**src/rtl/tick_task_scheduler_top_assert.svh**
```systemverilog
// ----------------------------------------------------------------------------
// Tick task scheduler assertion macros
// Concurrent assertion wrappers; empty when SYNTHESIS is defined.
// ----------------------------------------------------------------------------
`ifndef TICK_TASK_SCHEDULER_TOP_ASSERT_SVH
`define TICK_TASK_SCHEDULER_TOP_ASSERT_SVH

`ifndef SYNTHESIS
`define TTS_ASSERT(lbl, clk, rst, prop) \
  lbl: assert property (@(posedge clk) disable iff (rst) prop) \
    else $error("tick_task_scheduler assertion failed");
`define TTS_ASSERT_NEXT(lbl, clk, rst, pre, post) \
  lbl: assert property (@(posedge clk) disable iff (rst) (pre) |=> (post)) \
    else $error("tick_task_scheduler assertion failed");
`else
`define TTS_ASSERT(lbl, clk, rst, prop)
`define TTS_ASSERT_NEXT(lbl, clk, rst, pre, post)
`endif

`endif

```
**src/rtl/tts_pkg.sv**
```systemverilog
// ----------------------------------------------------------------------------
// Tick task scheduler package
// Field widths, stream layouts, slot entry layout and control codes.
// ----------------------------------------------------------------------------
`default_nettype none

package tts_pkg;

  localparam int SLOTS_DEF   = 8;
  localparam int MAX_RESULTS = 8;
  localparam int HIT_W       = $clog2(MAX_RESULTS + 1);

  localparam int CMD_W   = 2;
  localparam int SLOT_W  = 3;
  localparam int ID_W    = 7;
  localparam int DELAY_W = 15;
  localparam int PEND_W  = 7;

  localparam int IN_TDATA_W  = 48;
  localparam int OUT_TDATA_W = 16;
  localparam int OUT_PAD_W   = OUT_TDATA_W - ID_W - SLOT_W;

  localparam logic [PEND_W-1:0] PEND_MAX = '1;

  typedef enum logic [CMD_W-1:0] {
    CMD_ADD      = 2'd0,
    CMD_TICK     = 2'd1,
    CMD_DISPATCH = 2'd2
  } cmd_t;

  typedef enum logic [1:0] {
    ST_IDLE,
    ST_SCAN,
    ST_FLUSH
  } state_t;

  typedef struct packed {
    logic                armed;
    logic [PEND_W-1:0]   pending;
    logic [DELAY_W-1:0]  period;
    logic [DELAY_W-1:0]  delay;
    logic [ID_W-1:0]     id;
  } entry_t;

  localparam int ENTRY_W = $bits(entry_t);

endpackage

`default_nettype wire

```
**src/rtl/tick_task_scheduler_top.sv**
```systemverilog
// Add, tick and dispatch each pass through the scan and flush states before ready
// returns; dispatch can also be held there by output-side back-pressure.
// Unless an output stall holds it, one slot entry is read and written back per
// cycle; the slot RAM port sets this. One command in flight at a time; a result
// may still wait at the output. Reset clears control state and per-slot valid
// flags; unwritten slots read as zero, so no clearing pass is needed.
// ----------------------------------------------------------------------------
// Tick task scheduler top level
// Time-triggered task table: add writes one slot; tick and dispatch walk a slot RAM.
// ----------------------------------------------------------------------------
`default_nettype none

module tick_task_scheduler_top #(
  parameter int SLOTS = tts_pkg::SLOTS_DEF
) (
  input  wire logic                           clk,
  input  wire logic                           rst,
  input  wire logic                           s_axis_tvalid,
  output logic                                s_axis_tready,
  // command, slot, task_id, start_delay, period (lowest first), zero pad
  input  wire logic [tts_pkg::IN_TDATA_W-1:0] s_axis_tdata,
  output logic                                m_axis_tvalid,
  input  wire logic                           m_axis_tready,
  // run_task_id, run_slot (lowest first), zero pad
  output logic [tts_pkg::OUT_TDATA_W-1:0]     m_axis_tdata,
  output logic                                m_axis_tlast
);

  import tts_pkg::*;

  localparam int AW = (SLOTS > 1) ? $clog2(SLOTS) : 1;
  localparam int CW = $clog2(SLOTS + 1);

  // input beat fields
  logic [CMD_W-1:0]   in_cmd;
  logic [SLOT_W-1:0]  in_slot;
  logic [ID_W-1:0]    in_id;
  logic [DELAY_W-1:0] in_delay;
  logic [DELAY_W-1:0] in_period;

  assign in_cmd    = s_axis_tdata[1:0];
  assign in_slot   = s_axis_tdata[4:2];
  assign in_id     = s_axis_tdata[11:5];
  assign in_delay  = s_axis_tdata[26:12];
  assign in_period = s_axis_tdata[41:27];

  state_t state, state_next;

  cmd_t               cmd_q;
  logic [ID_W-1:0]    add_id;
  logic [DELAY_W-1:0] add_delay;
  logic [DELAY_W-1:0] add_period;

  logic [CW-1:0]      rd_cnt;
  logic               ex_valid;
  logic [AW-1:0]      ex_idx;
  logic [SLOTS-1:0]   vld;
  logic [HIT_W-1:0]   hit_cnt;

  logic               hold_valid;
  logic [ID_W-1:0]    hold_id;
  logic [SLOT_W-1:0]  hold_slot;

  logic               out_valid;
  logic [ID_W-1:0]    out_id;
  logic [SLOT_W-1:0]  out_slot;
  logic               out_last;

  logic               accept;
  logic               start_walk;
  logic               start_add;
  logic               more;
  logic               out_free;
  logic               hit;
  logic               stall;
  logic               out_load;

  logic               ram_we;
  logic               ram_re;
  logic [AW-1:0]      ram_raddr;
  logic [ENTRY_W-1:0] ram_rdata;
  entry_t             cur;
  entry_t             upd;

  assign accept     = s_axis_tvalid && s_axis_tready;
  assign start_walk = accept && (in_cmd == CMD_TICK || in_cmd == CMD_DISPATCH);
  assign start_add  = accept && (in_cmd == CMD_ADD) && (int'(in_slot) < SLOTS);
  assign more       = (rd_cnt != CW'(SLOTS));
  assign out_free   = !out_valid || m_axis_tready;

  tts_ram #(
    .WIDTH (ENTRY_W),
    .DEPTH (SLOTS)
  ) u_slot_ram (
    .clk   (clk),
    .we    (ram_we),
    .waddr (ex_idx),
    .wdata (upd),
    .re    (ram_re),
    .raddr (ram_raddr),
    .rdata (ram_rdata)
  );

  // slot update
  always_comb begin
    cur = vld[ex_idx] ? entry_t'(ram_rdata) : '0;
    upd = cur;
    hit = 1'b0;
    unique case (cmd_q)
      CMD_ADD: begin
        upd.id     = add_id;
        upd.delay  = add_delay;
        upd.period = add_period;
        upd.armed  = 1'b1;
      end
      CMD_TICK: begin
        if (cur.id != '0 && cur.armed) begin
          if (cur.delay == '0) begin
            if (cur.pending != PEND_MAX) begin
              upd.pending = cur.pending + PEND_W'(1);
            end
            if (cur.period != '0) begin
              upd.delay = cur.period;
            end else begin
              upd.armed = 1'b0;
            end
          end else begin
            upd.delay = cur.delay - DELAY_W'(1);
          end
        end
      end
      CMD_DISPATCH: begin
        hit = ex_valid && (cur.id != '0) && (cur.pending != '0) &&
              (hit_cnt < HIT_W'(MAX_RESULTS));
        if (hit) begin
          upd.pending = cur.pending - PEND_W'(1);
        end
      end
      default: begin
        upd = cur;
      end
    endcase
  end

  assign stall = (state == ST_SCAN) && hit && hold_valid && !out_free;

  // output register loads from the hold stage
  assign out_load = ((state == ST_SCAN) && !stall && hit && hold_valid) ||
                    ((state == ST_FLUSH) && hold_valid && out_free);

  // next state
  always_comb begin
    state_next = state;
    unique case (state)
      ST_IDLE: begin
        if (start_walk || start_add) begin
          state_next = ST_SCAN;
        end
      end
      ST_SCAN: begin
        if (!stall && !more) begin
          state_next = ST_FLUSH;
        end
      end
      ST_FLUSH: begin
        if (!hold_valid || out_free) begin
          state_next = ST_IDLE;
        end
      end
      default: begin
        state_next = ST_IDLE;
      end
    endcase
  end

  // outputs of the controller
  always_comb begin
    s_axis_tready = 1'b0;
    ram_re        = 1'b0;
    ram_raddr     = '0;
    ram_we        = 1'b0;
    unique case (state)
      ST_IDLE: begin
        s_axis_tready = 1'b1;
        ram_re        = start_walk || start_add;
        ram_raddr     = start_add ? AW'(in_slot) : '0;
      end
      ST_SCAN: begin
        ram_we    = ex_valid && !stall;
        ram_re    = !stall && more;
        ram_raddr = rd_cnt[AW-1:0];
      end
      ST_FLUSH: begin
        ram_re = 1'b0;
      end
      default: begin
        ram_re = 1'b0;
      end
    endcase
  end

  always_ff @(posedge clk) begin
    if (rst) begin
      state      <= ST_IDLE;
      rd_cnt     <= '0;
      ex_valid   <= 1'b0;
      vld        <= '0;
      hit_cnt    <= '0;
      hold_valid <= 1'b0;
      out_valid  <= 1'b0;
    end else begin
      state <= state_next;
      if (out_load) begin
        out_valid <= 1'b1;
      end else if (out_valid && m_axis_tready) begin
        out_valid <= 1'b0;
      end
      unique case (state)
        ST_IDLE: begin
          if (start_walk || start_add) begin
            ex_valid <= 1'b1;
            rd_cnt   <= start_add ? CW'(SLOTS) : CW'(1);
            hit_cnt  <= '0;
          end
        end
        ST_SCAN: begin
          if (!stall) begin
            if (ram_we) begin
              vld[ex_idx] <= 1'b1;
            end
            if (hit) begin
              hold_valid <= 1'b1;
              hit_cnt    <= hit_cnt + HIT_W'(1);
            end
            if (more) begin
              rd_cnt   <= rd_cnt + CW'(1);
              ex_valid <= 1'b1;
            end else begin
              ex_valid <= 1'b0;
            end
          end
        end
        ST_FLUSH: begin
          if (hold_valid && out_free) begin
            hold_valid <= 1'b0;
          end
        end
        default: begin
          ex_valid <= 1'b0;
        end
      endcase
    end
  end

  // payload, no reset
  always_ff @(posedge clk) begin
    if (state == ST_IDLE && (start_walk || start_add)) begin
      cmd_q      <= cmd_t'(in_cmd);
      add_id     <= in_id;
      add_delay  <= in_delay;
      add_period <= in_period;
      ex_idx     <= ram_raddr;
    end
    if (state == ST_SCAN && !stall) begin
      if (more) begin
        ex_idx <= rd_cnt[AW-1:0];
      end
      if (hit) begin
        hold_id   <= cur.id;
        hold_slot <= SLOT_W'(ex_idx);
        if (hold_valid) begin
          out_id   <= hold_id;
          out_slot <= hold_slot;
          out_last <= 1'b0;
        end
      end
    end
    if (state == ST_FLUSH && hold_valid && out_free) begin
      out_id   <= hold_id;
      out_slot <= hold_slot;
      out_last <= 1'b1;
    end
  end

  assign m_axis_tvalid = out_valid;
  assign m_axis_tdata  = {{OUT_PAD_W{1'b0}}, out_slot, out_id};
  assign m_axis_tlast  = out_last;

`include "tick_task_scheduler_top_assert.svh"

  `TTS_ASSERT(a_hold_only_dispatch, clk, rst, hold_valid |-> (cmd_q == CMD_DISPATCH))
  `TTS_ASSERT(a_hit_cap, clk, rst, hit_cnt <= HIT_W'(MAX_RESULTS))
  `TTS_ASSERT(a_idle_drained, clk, rst, (state == ST_IDLE) |-> (!hold_valid && !ex_valid))
  `TTS_ASSERT_NEXT(a_stall_keeps_out, clk, rst, stall, out_valid && hold_valid)

endmodule

`default_nettype wire

```
**src/rtl/tts_ram.sv**
```systemverilog
// ----------------------------------------------------------------------------
// Tick task scheduler RAM
// Simple dual-port RAM, one write port, one registered read port.
// ----------------------------------------------------------------------------
`default_nettype none

module tts_ram #(
  parameter int WIDTH = 8,
  parameter int DEPTH = 8,
  localparam int AW   = (DEPTH > 1) ? $clog2(DEPTH) : 1
) (
  input  wire logic             clk,
  input  wire logic             we,
  input  wire logic [AW-1:0]    waddr,
  input  wire logic [WIDTH-1:0] wdata,
  input  wire logic             re,
  input  wire logic [AW-1:0]    raddr,
  output logic      [WIDTH-1:0] rdata
);

  logic [WIDTH-1:0] mem [DEPTH];

  always_ff @(posedge clk) begin
    if (we) begin
      mem[waddr] <= wdata;
    end
    if (re) begin
      rdata <= mem[raddr];
    end
  end

endmodule

`default_nettype wire

```
**config.mk**
```make
export PLATFORM = sky130hd
export DESIGN_NAME = tick_task_scheduler_top
export DESIGN_NICKNAME = d
export VERILOG_FILES = /design/src/rtl/tts_pkg.sv /design/src/rtl/tick_task_scheduler_top.sv /design/src/rtl/tts_ram.sv
export VERILOG_INCLUDE_DIRS = /design/src /design/src/rtl
export SDC_FILE = /design/constraint.sdc
export NUM_CORES = 1
export LEC_CHECK = 0
export BUFFER_PORTS_ARGS = -buffer_cell sky130_fd_sc_hd__buf_2
export CAP_MARGIN = 0
export CORE_MARGIN = 2
export CORE_UTILIZATION = 45
export CTS_BUF_LIST = sky130_fd_sc_hd__clkbuf_4
export DETAILED_ROUTE_END_ITERATION = 7
export PLACE_DENSITY = 0.64
export SYNTH_ARGS = -nofsm -noshare
export SYNTH_HDL_FRONTEND = slang
export SYNTH_SLANG_ARGS = --single-unit
export TNS_END_PERCENT = 100
```
**constraint.sdc**
```tcl
create_clock -name clk -period 7 [get_ports clk]
set_input_delay 0.7 -clock clk [delete_from_list [all_inputs] [get_ports clk]]
set_output_delay 0.7 -clock clk [all_outputs]
set_load 0.01 [all_outputs]
```
==> results of run 1 <==
==> cell type report <==
cell class	count	area [µm²]
Fill cell	3823	21200
Sequential cell	489	14400
Multi-Input combinational cell	1071	5540
Clock buffer	173	1300
Timing Repair Buffer	123	873
Tap cell	592	741
Clock inverter	40	262
Inverter	13	48.8
Antenna cell	1	2.50
==> power by group through the flow <==
stage	sequential, µW	combinational [µW]	clock, µW
final	3370	418	2400
after global routing	3380	466	2630
after CTS	3370	417	2480
after detailed placement	3430	400	0
after global placement	3430	392	0
after floorplan	3390	289	0
==> cell usage in the layout, fill, tap and decap left out, drive strengths merged, types with 7 or more instances in the layout <==
master,instances
a211o,9
nand2,482
nor2b,8
nand4,7
a22oi,8
clkinv,29
edfxtp,464
clkbuf,173
ha,11
dfxtp,25
mux2,10
or3,7
buf,85
o21ai,83
o21ba,8
mux2i,9
dlygate4sd3,38
nand3,242
nor4,9
inv,19
nor3,14
a21oi,22
nor2,40
and2,11
==> what timing repair did <==
action,4_1_cts,5_1_grt
setup buffers,0,0
hold endpoints to repair,37,1
setup endpoints to repair,0,0
hold buffers,37,1
==> per-stage QoR <==
stage               instances  hold WS [ns]  worst slack [ns]  total power (µW)
global route             2502        0.0334              1.71              6480
floorplan                1678         0.400             0.846              3680
CTS                      2500      0.000353              1.97              6260
finish                   2502        0.0999              2.03              6190
global placement         2250         0.403              2.08              3820
detailed placement       2250         0.405              2.00              3830
==> worst min path at each step <==
stage,to,slack [ns],cells past startpoint
5_1_grt,add_delay[0],0.03,1
3_3_place_gp,out_id[1],0.40,0
3_5_place_dp,out_slot[1],0.41,0
4_1_cts,add_period[11],0.0004,1
2_1_floorplan,out_id[0],0.40,0
6_report,add_delay[0],0.1,1
==> registers in the layout, indices dropped and copies added, names as in the netlist, 4 cells and up <==
signal            flops
u_slot_ram.mem      360
u_slot_ram.rdata     45
add_delay            15
add_period           15
vld                   8
add_id                7
hold_id               7
out_id                7
hit_cnt               4
rd_cnt                4
==> worst max-delay path: stages (launching register included) <==
cell and delay (ns):
dfxtp_1 0.62, mux4_2 0.59, mux2_2 0.53, and2_4 0.29, inv_1 0.09, ha_1 0.23
and4bb_2 0.30, o41a_2 0.23, nand3_1 0.34, nor2_4 0.83, buf_4 0.55
==> logic make-up after synthesis <==
group / after synthesis / synth area share
AO/OA/AOI/OAI: 186 / 0.0612
XOR/XNOR: 1 / 0.000430
adder cells (fa/ha/maj): 11 / 0.00675
buffers and inverters: 118 / 0.0254
flip-flops: 489 / 0.708
multiplexers: 21 / 0.0125
other: 1 / 0.000184
AND/OR/NAND/NOR: 846 / 0.185
==> per-layer routing <==
metal  routed length [µm]  global-route usage  vias to the layer above
li1                     -                   -                     6460
met1                20700               0.278                     6678
met4                  954              0.0785                        0
met2                23300               0.340                      554
met3                 3640              0.0495                       80
met5                    0                   0                        -
==> summary.md, run 1 <==
| Metric | Value |
|---|---|
| Combinational power share | 0.067 |
| Startpoint Class | register |
| Top-area cell type share of the netlist area | 0.684 |
| Final number of setup-violating endpoints | 0 |
| CP Launch Point | ex_idx[1] |
| Via/cell ratio | 5.50 |
| Crit path arrival time | 5.43 ns |
| Worst skew pair latency | 0.85 ns |
| Netlist Area Pre-Place | 20400 µm² |
| EDFF count, synth | 464 |
| Req. time, crit path | 7.46 ns |
| Top-level port count | 71 |
| Tot GR Track Use | 0.210 |
| VDD IR-drop max | 0.181 mV |
| Post-route cell area | 23200 µm² |
| Leakage power | 0.00845 µW |
| Standard-cell row count | 77 |
| FF+latch count, synth | 489 |
| Drc violations | 0 |
| Iter 0 DRT Violations | 1299 |
| Worst-path clk slew | 0.06 ns |
| Share of layout cells above drive strength 1 | 0.171 |
| Fmax | 201 MHz |
| Worst Setup EP | u_slot_ram.mem[3][28] |
| Fin Clk Skew | 0.0459 ns |
| DP Area | 21300 µm² |
| Int Pwr | 4720 µW |
| Drt pass-1 iters | 6 |
| Crit share post-route | 0.710 |
| Resized cells post-CTS | 0 |
| Initial Util | 0.459 |
| Flop pwr share | 0.544 |
| Pin count of the biggest net entering global routing | 96 |
| DR vias | 13772 |
| Max Cap Violations | 0 |
| DIE AREA | 47000 µm² |
| Slew Viols, Final | 0 |
| Pwr dens | 267 nW/µm² |
| Synthesis Warnings | 0 |
| Sw Pwr | 1480 µW |
| Initial antenna violation count | 1 |
| Hold Crit Start | s_axis_tdata[12] |
| Die W | 217 µm |
| Register area share after synthesis | 0.708 |
| Shortest period the worst path allows | 4.97 ns |
| Reg2Reg Setup Slack | 2.03 ns |
| WL/cell | 19.4 µm |
| Status | completed |
| Slew HR | 0.248 |
| Sw Share | 0.238 |
| R2R depth | 10 |
| Routability Congestion | 0.876 |
| Detailed Route WL | 48500 µm |
| Reg2reg end | u_slot_ram.mem[3][28] |
| HPWL after detailed placement | 25700 µm |
| CTS tree | done |
| First-pass GRT wire length | 75500 µm |
| Netlist cell types | 80 |
| Most common cell in the netlist | nand2_1 |
| Main synth FF type | edfxtp_1 |
| Clock Power Share | 0.388 |
| Net count, final | 1891 |
| Maximum clock insertion buffer count | 3 |
| Synth area leader | edfxtp_1 |
| Syn Area/Cell | 12.2 µm² |
| Clock root cell | clkbuf_4 |
| Die Y | 217 µm |
| CP Class | reg2reg |
| Commonest cells post-synth | nand2_1 (482), edfxtp_1 (464), nand3_1 (240) |
| Post-DRT Antenna Nets | 0 |
| Slew of the pin with the lowest slew margin | 1.13 ns |
| TritonCTS Buffers | 130 |
| GRT overflow | 0 |
| H-Tree Depth | 4 |
| Area grow syn2layout | 13.9% |
| Hold WC Path Type | in2reg |
| Ranking of synthesized cells by area | edfxtp_1 (68%), nand2_1 (8.9%), nand3_1 (5.9%) |
| Post-Syn Instances | 1673 |
| Hold Vio Cnt, Final | 0 |
| Asr flop ratio synth | 0 |
| TritonCTS sink count | 489 |
| R2R Path Start | ex_idx[1] |
| Port Buffers | 58 |
| Fin util | 0.522 |
| Unrepaired setup endpoints after global routing | no |
| Core Box Area | 44400 µm² |
| Kind of end point of the critical path | register |
| Worst-path fanout max | 26 |
| Setup TNS | 0 ns |
| Vias in the first global route | 13586 |
No activity file was read; power rests on OpenSTA's default activity.
==> run 2, diff against run 1 <==
--- a/config.mk
+++ b/config.mk
@@ -6,13 +6,14 @@
 export SDC_FILE = /design/constraint.sdc
 export NUM_CORES = 1
 export LEC_CHECK = 0
+export ABC_AREA = 1
 export BUFFER_PORTS_ARGS = -buffer_cell sky130_fd_sc_hd__buf_2
 export CAP_MARGIN = 0
 export CORE_MARGIN = 2
 export CORE_UTILIZATION = 45
 export CTS_BUF_LIST = sky130_fd_sc_hd__clkbuf_4
 export DETAILED_ROUTE_END_ITERATION = 7
-export PLACE_DENSITY = 0.64
+export PLACE_DENSITY = 0.66
 export SYNTH_ARGS = -nofsm -noshare
 export SYNTH_HDL_FRONTEND = slang
 export SYNTH_SLANG_ARGS = --single-unit
==> constraint.sdc (replaced) <==
create_clock -name clk -period 4 [get_ports clk]
set_input_delay 0.4 -clock clk [delete_from_list [all_inputs] [get_ports clk]]
set_output_delay 0.4 -clock clk [all_outputs]
set_load 0.01 [all_outputs]
==> run 2 against run 1 <==
Critical path depth increased by 6. Non-clock buffer count increased by 11. Clock power increased by 61%. Final cell count increased by 4.0%. Register-to-register slack got worse by 1.5 ns. Setup slack got worse by 1.5 ns. Via count increased by 0.93%. Largest cell class unchanged. Clock skew increased by 0.00066 ns. First-iteration DRC count decreased by 5.2%. Highest routed layer unchanged. Critical endpoint is now u_slot_ram.rdata[14]. Hold slack improved by 0.18 ns. Final area increased by 1.6%. Synthesized cell count increased by 5.3%.
==> summary.md, run 2 <==
| Metric | Value |
|---|---|
| Flop pwr share | 0.535 (-0.009) |
| Die W | 218 µm (+0.66%) |
| Drt pass-1 iters | 6 (unchanged) |
| Fin Clk Skew | 0.0465 ns (+0.000661 ns) |
| Kind of end point of the critical path | register |
| R2R Path Start | ex_idx[0] |
| Drc violations | 0 (unchanged) |
| GRT overflow | 0 (unchanged) |
| Worst Hold End | add_period[13] |
| Combinational power share | 0.123 (+0.056) |
| Worst-path clk slew | 0.06 ns (about the same) |
| Startpoint Class | register |
| Largest family of logic cells by synthesized area | simple AND/OR/NAND/NOR gates |
| Main synth FF type | edfxtp_1 |
| Setup Buffers After CTS | 0 (unchanged) |
| Commonest non-fill, non-tap cell in the layout | edfxtp_1 |
| VDD IR-drop max | 0.276 mV (+53%) |
| Met3 GRT Util | 0.0401 (-0.00939) |
| Final number of setup-violating endpoints | 0 (unchanged) |
| Hold WC Path Type | in2reg |
| Fmax | 288 MHz (+43%) |
| Int Pwr | 8280 µW (+76%) |
| HPWL after detailed placement | 26000 µm (+1.2%) |
| Hold Vio Cnt, Final | 0 (unchanged) |
| CP cell instances | inv_2 > nand2_1 > nand2_1 > nand2_1 > nand2_1 > nand2_2 > nand2_4 > nand2_1 > ha_1 > nand3_2 > nand3_4 > nor2_4 > nand2_4 > nand3_2 > inv_2 > buf_4 |
| Most frequent cells in the layout | edfxtp_1 (464), nor2_1 (267), nand2_1 (240) |
| Buf+Inv Stages, Crit Path | 3 (+1) |
| Max reg flops | 360 (unchanged) |
| Slew of the pin with the lowest slew margin | 0.845 ns (-0.283 ns) |
| Hold Crit Start | s_axis_tdata[40] |
| WL/cell | 18.4 µm (-5.3%) |
| Top Usage Layer GRT | met2 |
| Sw Pwr | 2980 µW (+100%) |
| Via/cell ratio | 5.34 (-2.9%) |
| Most common cell in the netlist | edfxtp_1 |
| Core Box Area | 45400 µm² (+2.2%) |
| Post-synthesis xor/xnor area fraction | 0.00254 (+0.00211) |
| Initial antenna violation count | 1 (unchanged) |
| Crit path arrival time | 3.98 ns (-1.45 ns) |
| Net count, final | 1986 (+5.0%) |
| Port Buffers | 58 (unchanged) |
| Register area share after synthesis | 0.699 (-0.00940) |
| Slew Viols, Final | 0 (unchanged) |
| Vias in the first global route | 13729 (+1.1%) |
| Sw Share | 0.265 (+0.0262) |
| Maximum clock insertion buffer count | 3 (unchanged) |
| Syn Area/Cell | 11.7 µm² (-3.7%) |
| Clock root cell | clkbuf_4 |
| TritonCTS Buffers | 117 (-10%) |
| Ranking of synthesized cells by area | edfxtp_1 (67%), o21ai_0 (5.7%), nor2_1 (4.9%) |
| Unrepaired setup endpoints after global routing | no |
| Asr flop ratio synth | 0 (unchanged) |
| Fill count | 3882 (+1.5%) |
| Min-Delay Path Depth | 2 (+1) |
| Area grow syn2layout | 14.2% |
| Top-area cell type share of the netlist area | 0.675 (-0.00907) |
| Netlist Area Pre-Place | 20600 µm² (+1.3%) |
| Leakage power | 0.00868 µW (+2.7%) |
| Die Y | 218 µm (+0.66%) |
| Reg2reg end | u_slot_ram.rdata[14] |
| DIE AREA | 47600 µm² (+1.3%) |
| Worst skew pair latency | 0.84 ns (about the same) |
| Req. time, crit path | 4.50 ns (-2.96 ns) |
| Status | completed |
| Post-DRT Antenna Nets | 0 (unchanged) |
| Compound-cell area share of the yosys netlist | 0.123 (+0.0614) |
| Netlist cell types | 43 (-46%) |
| Crit share post-route | 0.868 (+0.158) |
| Standard-cell row count | 78 (+1.3%) |
| First-pass GRT wire length | 74000 µm (-2.0%) |
| CP Class | reg2reg |
| H-Tree Depth | 3 (-1) |
| Post-Synth Simple-Gate Area | 0.131 (-0.0546) |
| Setup TNS | 0 ns (unchanged) |
| Largest regs | u_slot_ram.mem x360, u_slot_ram.rdata x45 |
| Worst-path fanout max | 31 (+19%) |
| Fin util | 0.520 (-0.00292) |
| DR vias | 13900 (+0.93%) |
| FF+latch count, synth | 489 (unchanged) |
| Most used cell, CP | nand2_1 |
| Commonest cells post-synth | edfxtp_1 (464), nor2_1 (267), nand2_1 (241) |
| Slew HR | 0.436 (+0.188) |
| Mux contribution to synthesized area | 0 (-0.0125) |
| TritonCTS sink count | 489 (unchanged) |
| Share of layout cells above drive strength 1 | 0.174 (+0.00323) |
| Reg2Reg Setup Slack | 0.53 ns (-1.50 ns) |
| Slowest CP cell | inv_2 |
| Initial Util | 0.455 (-0.00374) |
| EDFF count, synth | 464 (unchanged) |
| Tot GR Track Use | 0.203 (-0.00747) |
| Met2 Usage GRT | 0.342 (+0.00227) |
| R2R depth | 16 (+6) |
| CP max stage delay | 0.48 ns (-0.35 ns) |
| Shortest period the worst path allows | 3.47 ns (-1.50 ns) |
| Synth area leader | edfxtp_1 |
| Routability Congestion | 0.874 (-0.19%) |
| Most flops, register | u_slot_ram.mem |
| Iter 0 DRT Violations | 1231 (-5.2%) |
| Max Cap Violations | 0 (unchanged) |
| Pwr dens | 478 nW/µm² (+79%) |
| Detailed Route WL | 47800 µm (-1.5%) |
| Clock Power Share | 0.342 (-0.046) |
| Critical path's top delay family | simple AND/OR/NAND/NOR gates |
| Pin count of the biggest net entering global routing | 181 (+89%) |
| Top-level port count | 71 (unchanged) |
| Synth Area in Adders | 0.00667 (-0.0000896) |
| Synthesis Warnings | 0 (unchanged) |
| Post-Syn Instances | 1761 (+5.3%) |
| CTS tree | done |
| M1 GR Usage | 0.263 (-0.0140) |
## run 2: cell count changes after synthesis, moves of 47 or more
cell / change
inv_1: +67
nand2_1: -241
nand3_1: -198
nor2_1: +227
o21ai_0: +155
o22ai_1: +47
## run 2: worst max path at each step
stage	startpoint	end	cells after the start
after floorplan	ex_idx[0]	u_slot_ram.mem[0][0]	21
after global placement	ex_idx[0]	u_slot_ram.rdata[23]	16
after detailed placement	ex_idx[0]	u_slot_ram.rdata[23]	16
after CTS	ex_idx[0]	u_slot_ram.rdata[14]	16
after global routing	ex_idx[0]	u_slot_ram.rdata[14]	16
final	ex_idx[0]	u_slot_ram.rdata[14]	16
## run 2: logic make-up after synthesis
| group | count (synthesis) |
|---|---|
| AO/OA/AOI/OAI | 441 |
| XOR/XNOR | 6 |
| adder cells (fa/ha/maj) | 11 |
| buffers and inverters | 187 |
| flip-flops | 489 |
| other | 1 |
| AND/OR/NAND/NOR | 626 |
## run 2: final cells by class
class / count / area [µm²] / area share
Antenna cell: 1 / 2.50 / 0.000106
Clock buffer: 168 / 1260 / 0.0535
Clock inverter: 28 / 151 / 0.00642
Inverter: 91 / 344 / 0.0146
Multi-Input combinational cell: 1090 / 5470 / 0.232
Sequential cell: 489 / 14400 / 0.612
Tap cell: 600 / 751 / 0.0318
Timing Repair Buffer: 134 / 1160 / 0.0494
## run 2: power by group through the flow
| stage | Sequential, µW | Combinational [µW] | Clock (µW) |
|---|---|---|---|
| CTS | 6020 | 1380 | 3950 |
| floorplan | 6080 | 976 | 0 |
| detailed placement | 6130 | 1350 | 0 |
| finish | 6020 | 1390 | 3860 |
| global placement | 6130 | 1320 | 0 |
| global route | 6040 | 1550 | 4210 |
## run 2: layer usage
metal  up-vias  share of wire
li1       6685              -
met1      6711           0.43
met2       420           0.49
met3        84          0.058
met4         0          0.021
met5         -              0
## run 2: through the flow
stage | std cells | hold slack (ns) | setup slack (ns) | total power (µW) | cell area (µm²)
3_5_place_dp | 2358 | 0.406 | 0.509 | 7470 | 21700
4_1_cts | 2600 | 0.175 | 0.485 | 11400 | 23600
3_3_place_gp | 2358 | 0.401 | 0.579 | 7440 | 21700
2_1_floorplan | 1766 | 0.400 | 0.376 | 7050 | 20700
6_report | 2601 | 0.275 | 0.527 | 11300 | 23600
5_1_grt | 2601 | 0.194 | 0.230 | 11800 | 23600
## run 2: what timing repair did
action / in CTS / in global routing
resized for setup: 0 / 0
hold buffers: 46 / 0
endpoints found under the hold margin: 57 / 0
==> run 3, diff against run 2 <==
--- a/config.mk
+++ b/config.mk
@@ -13,7 +13,7 @@
 export CORE_UTILIZATION = 45
 export CTS_BUF_LIST = sky130_fd_sc_hd__clkbuf_4
 export DETAILED_ROUTE_END_ITERATION = 7
-export PLACE_DENSITY = 0.66
+export PLACE_DENSITY = 0.62
 export SYNTH_ARGS = -nofsm -noshare
 export SYNTH_HDL_FRONTEND = slang
 export SYNTH_SLANG_ARGS = --single-unit
==> run 3 against run 2 <==
Hold slack worse by 0.047 ns. Clock power up 5%. Global-route usage up 0.22 points. Setup slack worse by 0.16 ns. Total power up 1.6%. First-iteration DRC count up 4.2%. Clock skew up 0.0076 ns. Highest routed layer unchanged.
==> summary.md, run 3 (same netlist as run 2, synthesis figures left out) <==
| Metric | Value |
|---|---|
| CP Launch Point | ex_idx[0] |
| Initial antenna violation count | 2 (+1) |
| Slew HR | 0.441 (+0.00483) |
| Hold Vio Cnt, Final | 0 (unchanged) |
| Hold WC Path Type | in2reg |
| Most flops, register | u_slot_ram.mem |
| Drt pass-1 iters | 5 (-1) |
| TritonCTS sink count | 489 (unchanged) |
| CP cell instances | inv_2 > nand2_1 > nand2_1 > nand2_1 > nand2_1 > nand2_2 > nand2_4 > nand2_1 > ha_1 > nand2_1 > nor2_2 > nand2_4 > inv_2 > nand2_2 > nand2_4 > inv_2 > nand2_1 > nand3_1 > o21ai_1 |
| Detailed Route WL | 48400 µm (+1.3%) |
| DR vias | 14044 (+1.0%) |
| Top-level port count | 71 (unchanged) |
| Hold Crit Start | s_axis_tdata[32] |
| Tot GR Track Use | 0.205 (+0.00220) |
| Worst-path fanout max | 35 (+13%) |
| Slew Viols, Final | 0 (unchanged) |
| Most frequent cells in the layout | edfxtp_1 (464), nor2_1 (267), nand2_1 (240) |
| Max Cap Violations | 0 (unchanged) |
| H-Tree Depth | 3 (unchanged) |
| Clock root cell | clkbuf_4 |
| Drc violations | 0 (unchanged) |
| Slowest CP cell | dfxtp_1 |
| WL/cell | 18.4 µm (+0.39%) |
| Status | completed |
| # hold bufs at CTS | 46 (unchanged) |
| DIE AREA | 47600 µm² (unchanged) |
| Shortest period the worst path allows | 3.63 ns (+0.160 ns) |
| Crit share post-route | 0.908 (+0.0401) |
| Fmax | 275 MHz (-4.4%) |
| Pin count of the biggest net entering global routing | 181 (unchanged) |
| Crit path arrival time | 4.22 ns (+0.24 ns) |
| Initial Util | 0.455 (unchanged) |
| Leakage power | 0.00870 µW (+0.25%) |
| Commonest non-fill, non-tap cell in the layout | edfxtp_1 |
| Max reg flops | 360 (unchanged) |
| Final number of setup-violating endpoints | 0 (unchanged) |
| Via/cell ratio | 5.35 (+0.11%) |
| Post-DRT Antenna Nets | 0 (unchanged) |
| Area grow syn2layout | 14.5% |
| CTS tree | done |
| Setup TNS | 0 ns (unchanged) |
| Share of layout cells above drive strength 1 | 0.174 (+0.000344) |
| Pwr dens | 484 nW/µm² (+1.3%) |
| Routability Congestion | 0.871 (-0.35%) |
| Req. time, crit path | 4.59 ns (+0.09 ns) |
| Largest regs | u_slot_ram.mem x360, u_slot_ram.rdata x45 |
| CP Class | reg2reg |
| Worst skew pair latency | 0.88 ns (+0.04 ns) |
| Core Box Area | 45400 µm² (unchanged) |
| TritonCTS Buffers | 121 (+3.4%) |
| Startpoint Class | register |
| Die Y | 218 µm (unchanged) |
| HPWL after detailed placement | 25300 µm (-2.7%) |
| First-pass GRT wire length | 74500 µm (+0.71%) |
| Reg2Reg Setup Slack | 0.37 ns (-0.16 ns) |
| Standard-cell row count | 78 (unchanged) |
| Port Buffers | 58 (unchanged) |
| Vias in the first global route | 13716 (-0.095%) |
| Kind of end point of the critical path | register |
| Net count, final | 1982 (-0.20%) |
| GRT overflow | 0 (unchanged) |
| Unrepaired setup endpoints after global routing | no |
| CP max stage delay | 0.50 ns (+0.02 ns) |
| Slew of the pin with the lowest slew margin | 0.830 ns (-0.0148 ns) |
| Maximum clock insertion buffer count | 3 (unchanged) |
| R2R Path Start | ex_idx[0] |
| Die W | 218 µm (unchanged) |
| Tot Pwr | 11400 µW (+1.6%) |
| Worst-path clk slew | 0.07 ns (about the same) |
| Resized cells post-CTS | 0 (unchanged) |
| VDD IR-drop max | 0.303 mV (+9.9%) |
| Most used cell, CP | nand2_1 |
| Fin Clk Skew | 0.0542 ns (+0.00764 ns) |
| Setup Buffers After CTS | 0 (unchanged) |
| Iter 0 DRT Violations | 1283 (+4.2%) |
[run 3: critical path, delay by kind of cell (launching register included)]
family                   cells  cell delay, ns
AO/OA/AOI/OAI                1            0.40
adder cells (fa/ha/maj)      1            0.21
buffers and inverters        3            0.54
flip-flops                   1            0.50
AND/OR/NAND/NOR             14            1.65
[run 3: final timing paths]
kind	to	depth (start not counted)
max	u_slot_ram.mem[0][13]	19
min	add_period[5]	2
max reg2reg	u_slot_ram.mem[0][13]	19
min reg2reg	out_id[5]	0
[run 3: final cells by class]
type	instances	area (µm²)
inverters	91	344
multi-input cells	1090	5470
clock buffers	175	1310
well taps	600	751
diodes	6	15.0
flip-flops and latches	489	14400
clock inverters	48	231
repair buffers	126	1090
fillers	3945	21700
[run 3: per-layer routing]
metal / up-vias / part of all wire / global-route usage / wire (µm)
met5: - / 0 / 0 / 0
met4: 0 / 0.027 / 0.0787 / 1300
met3: 111 / 0.060 / 0.0457 / 2890
met2: 472 / 0.49 / 0.343 / 23600
met1: 6780 / 0.43 / 0.260 / 20600
li1: 6681 / - / - / -
[run 3: per-stage QoR]
step / util / area, µm² / instances / hold slack, ns / worst slack [ns]
finish: 0.521 / 23600 / 2625 / 0.228 / 0.366
global route: 0.521 / 23600 / 2625 / 0.132 / 0.0261
CTS: 0.521 / 23600 / 2619 / 0.140 / 0.452
detailed placement: 0.477 / 21600 / 2350 / 0.406 / 0.519
global placement: 0.477 / 21600 / 2350 / 0.402 / 0.560
floorplan: - / 20700 / 1766 / 0.400 / 0.376
[run 3: power breakdown]
| group | internal [µW] | switching [µW] |
|---|---|---|
| combinational | 393 | 970 |
| sequential | 5890 | 136 |
| clock | 2080 | 1970 |
